## config.mk

```make
export PLATFORM = sky130hd
export DESIGN_NAME = hds_ctrl
export DESIGN_NICKNAME = d
export VERILOG_FILES = /design/src/hdl/hds_pkg.sv /design/src/hdl/hds_ctrl.sv
export SDC_FILE = /design/constraint.sdc
export NUM_CORES = 1
export LEC_CHECK = 0
export BUFFER_PORTS_ARGS = -buffer_cell sky130_fd_sc_hd__buf_4
export CORE_AREA = 2 2 39 41
export DETAILED_ROUTE_END_ITERATION = 8
export DIE_AREA = 0 0 41 43
export MAX_ROUTING_LAYER = met4
export SLEW_MARGIN = 25
export SYNTH_ARGS = -nofsm -noshare
export SYNTH_HDL_FRONTEND = slang
export SYNTH_SLANG_ARGS = --single-unit
```

## constraint.sdc

```tcl
create_clock -name clock -period 1.1 [get_ports clock]
set_clock_uncertainty 0.05 [all_clocks]
set_input_delay 0.22 -clock clock [delete_from_list [all_inputs] [get_ports clock]]
set_output_delay 0.22 -clock clock [all_outputs]
set_load 0.02 [all_outputs]
```

## src/hdl/hds_pkg.sv

```systemverilog
// Shared types and constants for the heat diffusion stencil step core.
package hds_pkg;

   localparam int MAX_COLUMNS_DEFAULT = 1024;

   localparam int TEMP_W   = 32;
   localparam int DIFF_W   = 16;
   localparam int GWIDTH_W = 11;
   localparam int GAIN_W   = 16;
   localparam int ROW_W    = 16;
   localparam int LAP_W    = TEMP_W + 3;
   localparam int PROD_W   = GAIN_W + 1 + LAP_W;
   localparam int FRAC_W   = 16;

   localparam int REQ_DATA_W = 48;
   localparam int REQ_USER_W = 2;
   localparam int RSP_DATA_W = 32;
   localparam int CSR_DATA_W = 16;
   localparam int CSR_IDX_W  = 1;

   localparam logic [GWIDTH_W-1:0] GRID_WIDTH_RESET = GWIDTH_W'(1024);
   localparam logic [GAIN_W-1:0]   STEP_GAIN_RESET  = GAIN_W'(6554);
   localparam logic [ROW_W-1:0]    ROW_MAX          = '1;

   localparam logic [CSR_IDX_W-1:0] REG_GRID_WIDTH = 1'b0;
   localparam logic [CSR_IDX_W-1:0] REG_STEP_GAIN  = 1'b1;

   typedef enum logic [2:0] {
      ST_IDLE,
      ST_READ,
      ST_EXEC,
      ST_MUL,
      ST_FIN
   } state_type;

   typedef struct packed {
      logic load;
      logic rd_issue;
      logic commit;
      logic multiply;
      logic finish;
   } cmd_type;

   typedef struct packed {
      logic produce;
      logic out_free;
   } status_type;

endpackage

```

## src/hdl/hds_ctrl.sv

```systemverilog
// Sequencer for one word: load, read line buffers, commit, multiply, finish.
module hds_ctrl (
   input  logic                  clock,
   input  logic                  reset,
   input  logic                  req_tvalid,
   output logic                  req_tready,
   input  hds_pkg::status_type   status,
   output hds_pkg::cmd_type      cmd
);

   hds_pkg::state_type state_ff, state_in;

   always_ff @(posedge clock) begin
      if (reset) begin
         state_ff <= hds_pkg::ST_IDLE;
      end else begin
         state_ff <= state_in;
      end
   end

   always_comb begin
      state_in = state_ff;
      unique case (state_ff)
         hds_pkg::ST_IDLE: begin
            if (req_tvalid) state_in = hds_pkg::ST_READ;
         end
         hds_pkg::ST_READ: state_in = hds_pkg::ST_EXEC;
         hds_pkg::ST_EXEC: begin
            state_in = status.produce ? hds_pkg::ST_MUL : hds_pkg::ST_IDLE;
         end
         hds_pkg::ST_MUL: state_in = hds_pkg::ST_FIN;
         hds_pkg::ST_FIN: begin
            if (status.out_free) state_in = hds_pkg::ST_IDLE;
         end
         default: state_in = hds_pkg::ST_IDLE;
      endcase
   end

   always_comb begin
      req_tready   = 1'b0;
      cmd          = '0;
      unique case (state_ff)
         hds_pkg::ST_IDLE: begin
            req_tready = 1'b1;
            cmd.load   = req_tvalid;
         end
         hds_pkg::ST_READ: cmd.rd_issue = 1'b1;
         hds_pkg::ST_EXEC: cmd.commit   = 1'b1;
         hds_pkg::ST_MUL:  cmd.multiply = 1'b1;
         // hold the result until the output register frees up
         hds_pkg::ST_FIN:  cmd.finish   = status.out_free;
         default: ;
      endcase
   end

endmodule

```

==> impl_metrics.json <==
{
  "synth_xor_area_frac": 0,
  "multiInputGateArea_um2": 123.9,
  "port-buffer-count": 10,
  "io_pins": 11,
  "clock-sinks": 3,
  "final_core_util": 0.2830,
  "vias_per_cell": 3.927,
  "cap_violations": 0,
  "num_antenna_cells": 0,
  "final_area_um2": 391.6,
  "synth_top_area_frac": 0.3582,
  "clockBufferDepth": 2,
  "avgSynthCellArea_um2": 9.315,
  "irDropWorstVdd_mv": 0.5530,
  "antenna_found_initial": 0,
  "yosys-mux-area-fraction": 0.05970,
  "reg2reg_depth": 3,
  "initial_core_util": 0.1212,
  "yosysSeqAreaShare": 0.3582,
  "use_met1": 0.1000,
  "setup_viol": 6,
  "layout-drive-gt1-share": 0.7692,
  "dpl.cell_count": 49,
  "timing.fmax_ghz": 0.7632,
  "dpl.hpwl_um": 365.8,
  "grtUsageMet3": 0.07853,
  "fillers": 160,
  "syn_to_final_growth_pct": 133.6,
  "worst_slack_ns": -0.2104,
  "rrSetupSlack_ns": 0.02,
  "clk_latency_ns": 0.23,
  "seq_area_um2": 71.32,
  "synthSimpleGateAreaFrac": 0.4104,
  "grt_pass1_vias": 225,
  "max-slew-margin-rel": 0.8107,
  "largest_register_ffs": 3,
  "violations": "negative setup slack",
  "grt_overflow": 0,
  "fin_crit_sh": 1.191,
  "critPathCapture": "cmd[4]",
  "clk_pin_slew_worst_paths_ns": 0.04,
  "endpoint_kind": "primary output",
  "grt_max_degree": 8,
  "antenna_left": 0,
  "drt_iter0_markers": 2,
  "placed_area_um2": 320.3,
  "r2r_start": "state_ff[0]$_SDFFE_PP0P_",
  "h-tree-depth": 1,
  "status": "complete, but fails checks",
  "reg.largest.list": "state_ff (3)",
  "synth_fa_ha_area_frac": 0,
  "path_max_fanout": 5,
  "synth_top_family_by_area": "simple AND/OR/NAND/NOR gates",
  "syn_inst": 18,
  "netlist_area_um2": 167.7,
  "track_usage": 0.08548,
  "layout.cells.non_filler": 55,
  "rows": 14,
  "wirelength_um": 514,
  "synth_warnings": 0,
  "synth_area_leaders": "dfxtp_1 36%, buf_6 6.7%, mux2i_1 6.0%",
  "firstDrtPassIters": 3,
  "worstPathArrival_ns": 1.04,
  "cts-root-buf": "clkbuf_4",
  "path_class": "reg2out",
  "p_leak_nw": 0.1884,
  "period_needed_ns": 1.310,
  "grt_use_met2": 0.09688,
  "dieArea_mm2": 0.001763,
  "place_congestion": 0.7618,
  "cts_tree": "done",
  "synth_compound_gate_area_share": 0.1045,
  "tightest_slew_ns": 0.2800,
  "hold_violations": 0,
  "via_count": 216,
  "r2r-end": "state_ff[2]$_SDFFE_PP0P_",
  "die_w_um": 41,
  "holdBufCountCts": 0,
  "core_area_mm2": 0.001384,
  "slew_violations": 0,
  "grt_most_used_layer": "met1",
  "crit_path_start_kind": "flop",
  "fin_setup_tns_ns": -1.001,
  "worstSetupStartpoint": "state_ff[2]$_SDFFE_PP0P_",
  "nets": 45,
  "cp_data_required_time_ns": 0.83,
  "synth_cell_type_count": 15,
  "drcViolationCount": 0,
  "ys_seq_elements": 3,
  "fp.dieH_um": 43,
  "synth_area_leader_cell": "dfxtp_1",
  "wl_per_cell_um": 9.345,
  "cts_buffers": 3,
  "p_per_area_mw_per_mm2": 1101,
  "grt_pass1_wl_um": 931,
  "regMostFlops": "state_ff",
  "synth_nets": 23,
  "hold_path.class": "in2reg",
  "grt_setup_unrepaired": "yes"
}
report_power, final:
part	switching [mW]	internal, mW	total [mW]	leakage [nW]
logic	0.0443	0.0672	0.111	0.147
registers	0.0126	0.112	0.125	0.0267
clock network	0.0585	0.136	0.194	0.0150
worst min path at each step:
stage | start | end | slack, ns | cells after the start
floorplan | reset | state_ff[1]$_SDFFE_PP0P_ | 0.24 | 1
global placement | reset | state_ff[1]$_SDFFE_PP0P_ | 0.35 | 2
detailed placement | reset | state_ff[1]$_SDFFE_PP0P_ | 0.36 | 2
CTS | reset | state_ff[1]$_SDFFE_PP0P_ | 0.10 | 2
global route | reset | state_ff[1]$_SDFFE_PP0P_ | 0.10 | 2
finish | reset | state_ff[1]$_SDFFE_PP0P_ | 0.11 | 2
kinds of logic (layout without fill, tap and decap cells):
logic type,count (synthesis),after routing
simple gates,11,11
buf+inv,1,22
mux,1,1
flops,3,3
compound gates,2,2
critical path, stage by stage, from the launching register on:
cell	delay [ns]
dfxtp_4	0.36
nor3_4	0.18
and2_4	0.16
buf_6	0.10
area by class of cell:
cell class,instances,share of cell area
tap,16,0.05112
sequential,3,0.1821
clock buffer,4,0.06709
multi-input combinational,14,0.3163
timing repair buffer,18,0.3834
metal layers:
layer	routed length (µm)	up-vias
met1	243	97
met4	0	0
li1	-	109
met5	0	-
met2	230	10
met3	39	0
synthesized netlist by cell type:
cell type / instances
nand3b_1: 1
mux2i_1: 1
nor4_1: 1
nand2_1: 1
buf_6: 1
nor2_1: 1
nor4b_1: 1
nor3_1: 2
dfxtp_1: 3
a211oi_1: 1
nor3b_1: 1
o21ba_1: 1
and2_1: 1
nand2b_1: 1
and3b_1: 1
per-stage QoR:
stage / setup WS [ns] / hold slack (ns) / total power [mW]
2_1_floorplan: -0.1335 / 0.2428 / 0.1792
3_3_place_gp: -0.02163 / 0.3545 / 0.2312
3_5_place_dp: -0.03804 / 0.3579 / 0.2326
4_1_cts: -0.2179 / 0.1015 / 0.4403
5_1_grt: -0.2823 / 0.1025 / 0.4739
6_report: -0.2104 / 0.1088 / 0.4310
cell usage in the layout (no fill, tap or decap), types with 3 or more instances in the layout:
| cell type | instances |
|---|---|
| clkbuf_4 | 3 |
| dfxtp_4 | 3 |
| buf_6 | 4 |
| buf_4 | 14 |
what timing repair did:
action / 4_1_cts / 5_1_grt
buffers inserted: 0 / 2
pin swaps: 3 / 1
setup endpoints to repair: 6 / 7
endpoints found under the hold margin: 0 / 0
resized for setup: 8 / 4
Power figures use the tool's default switching activity.
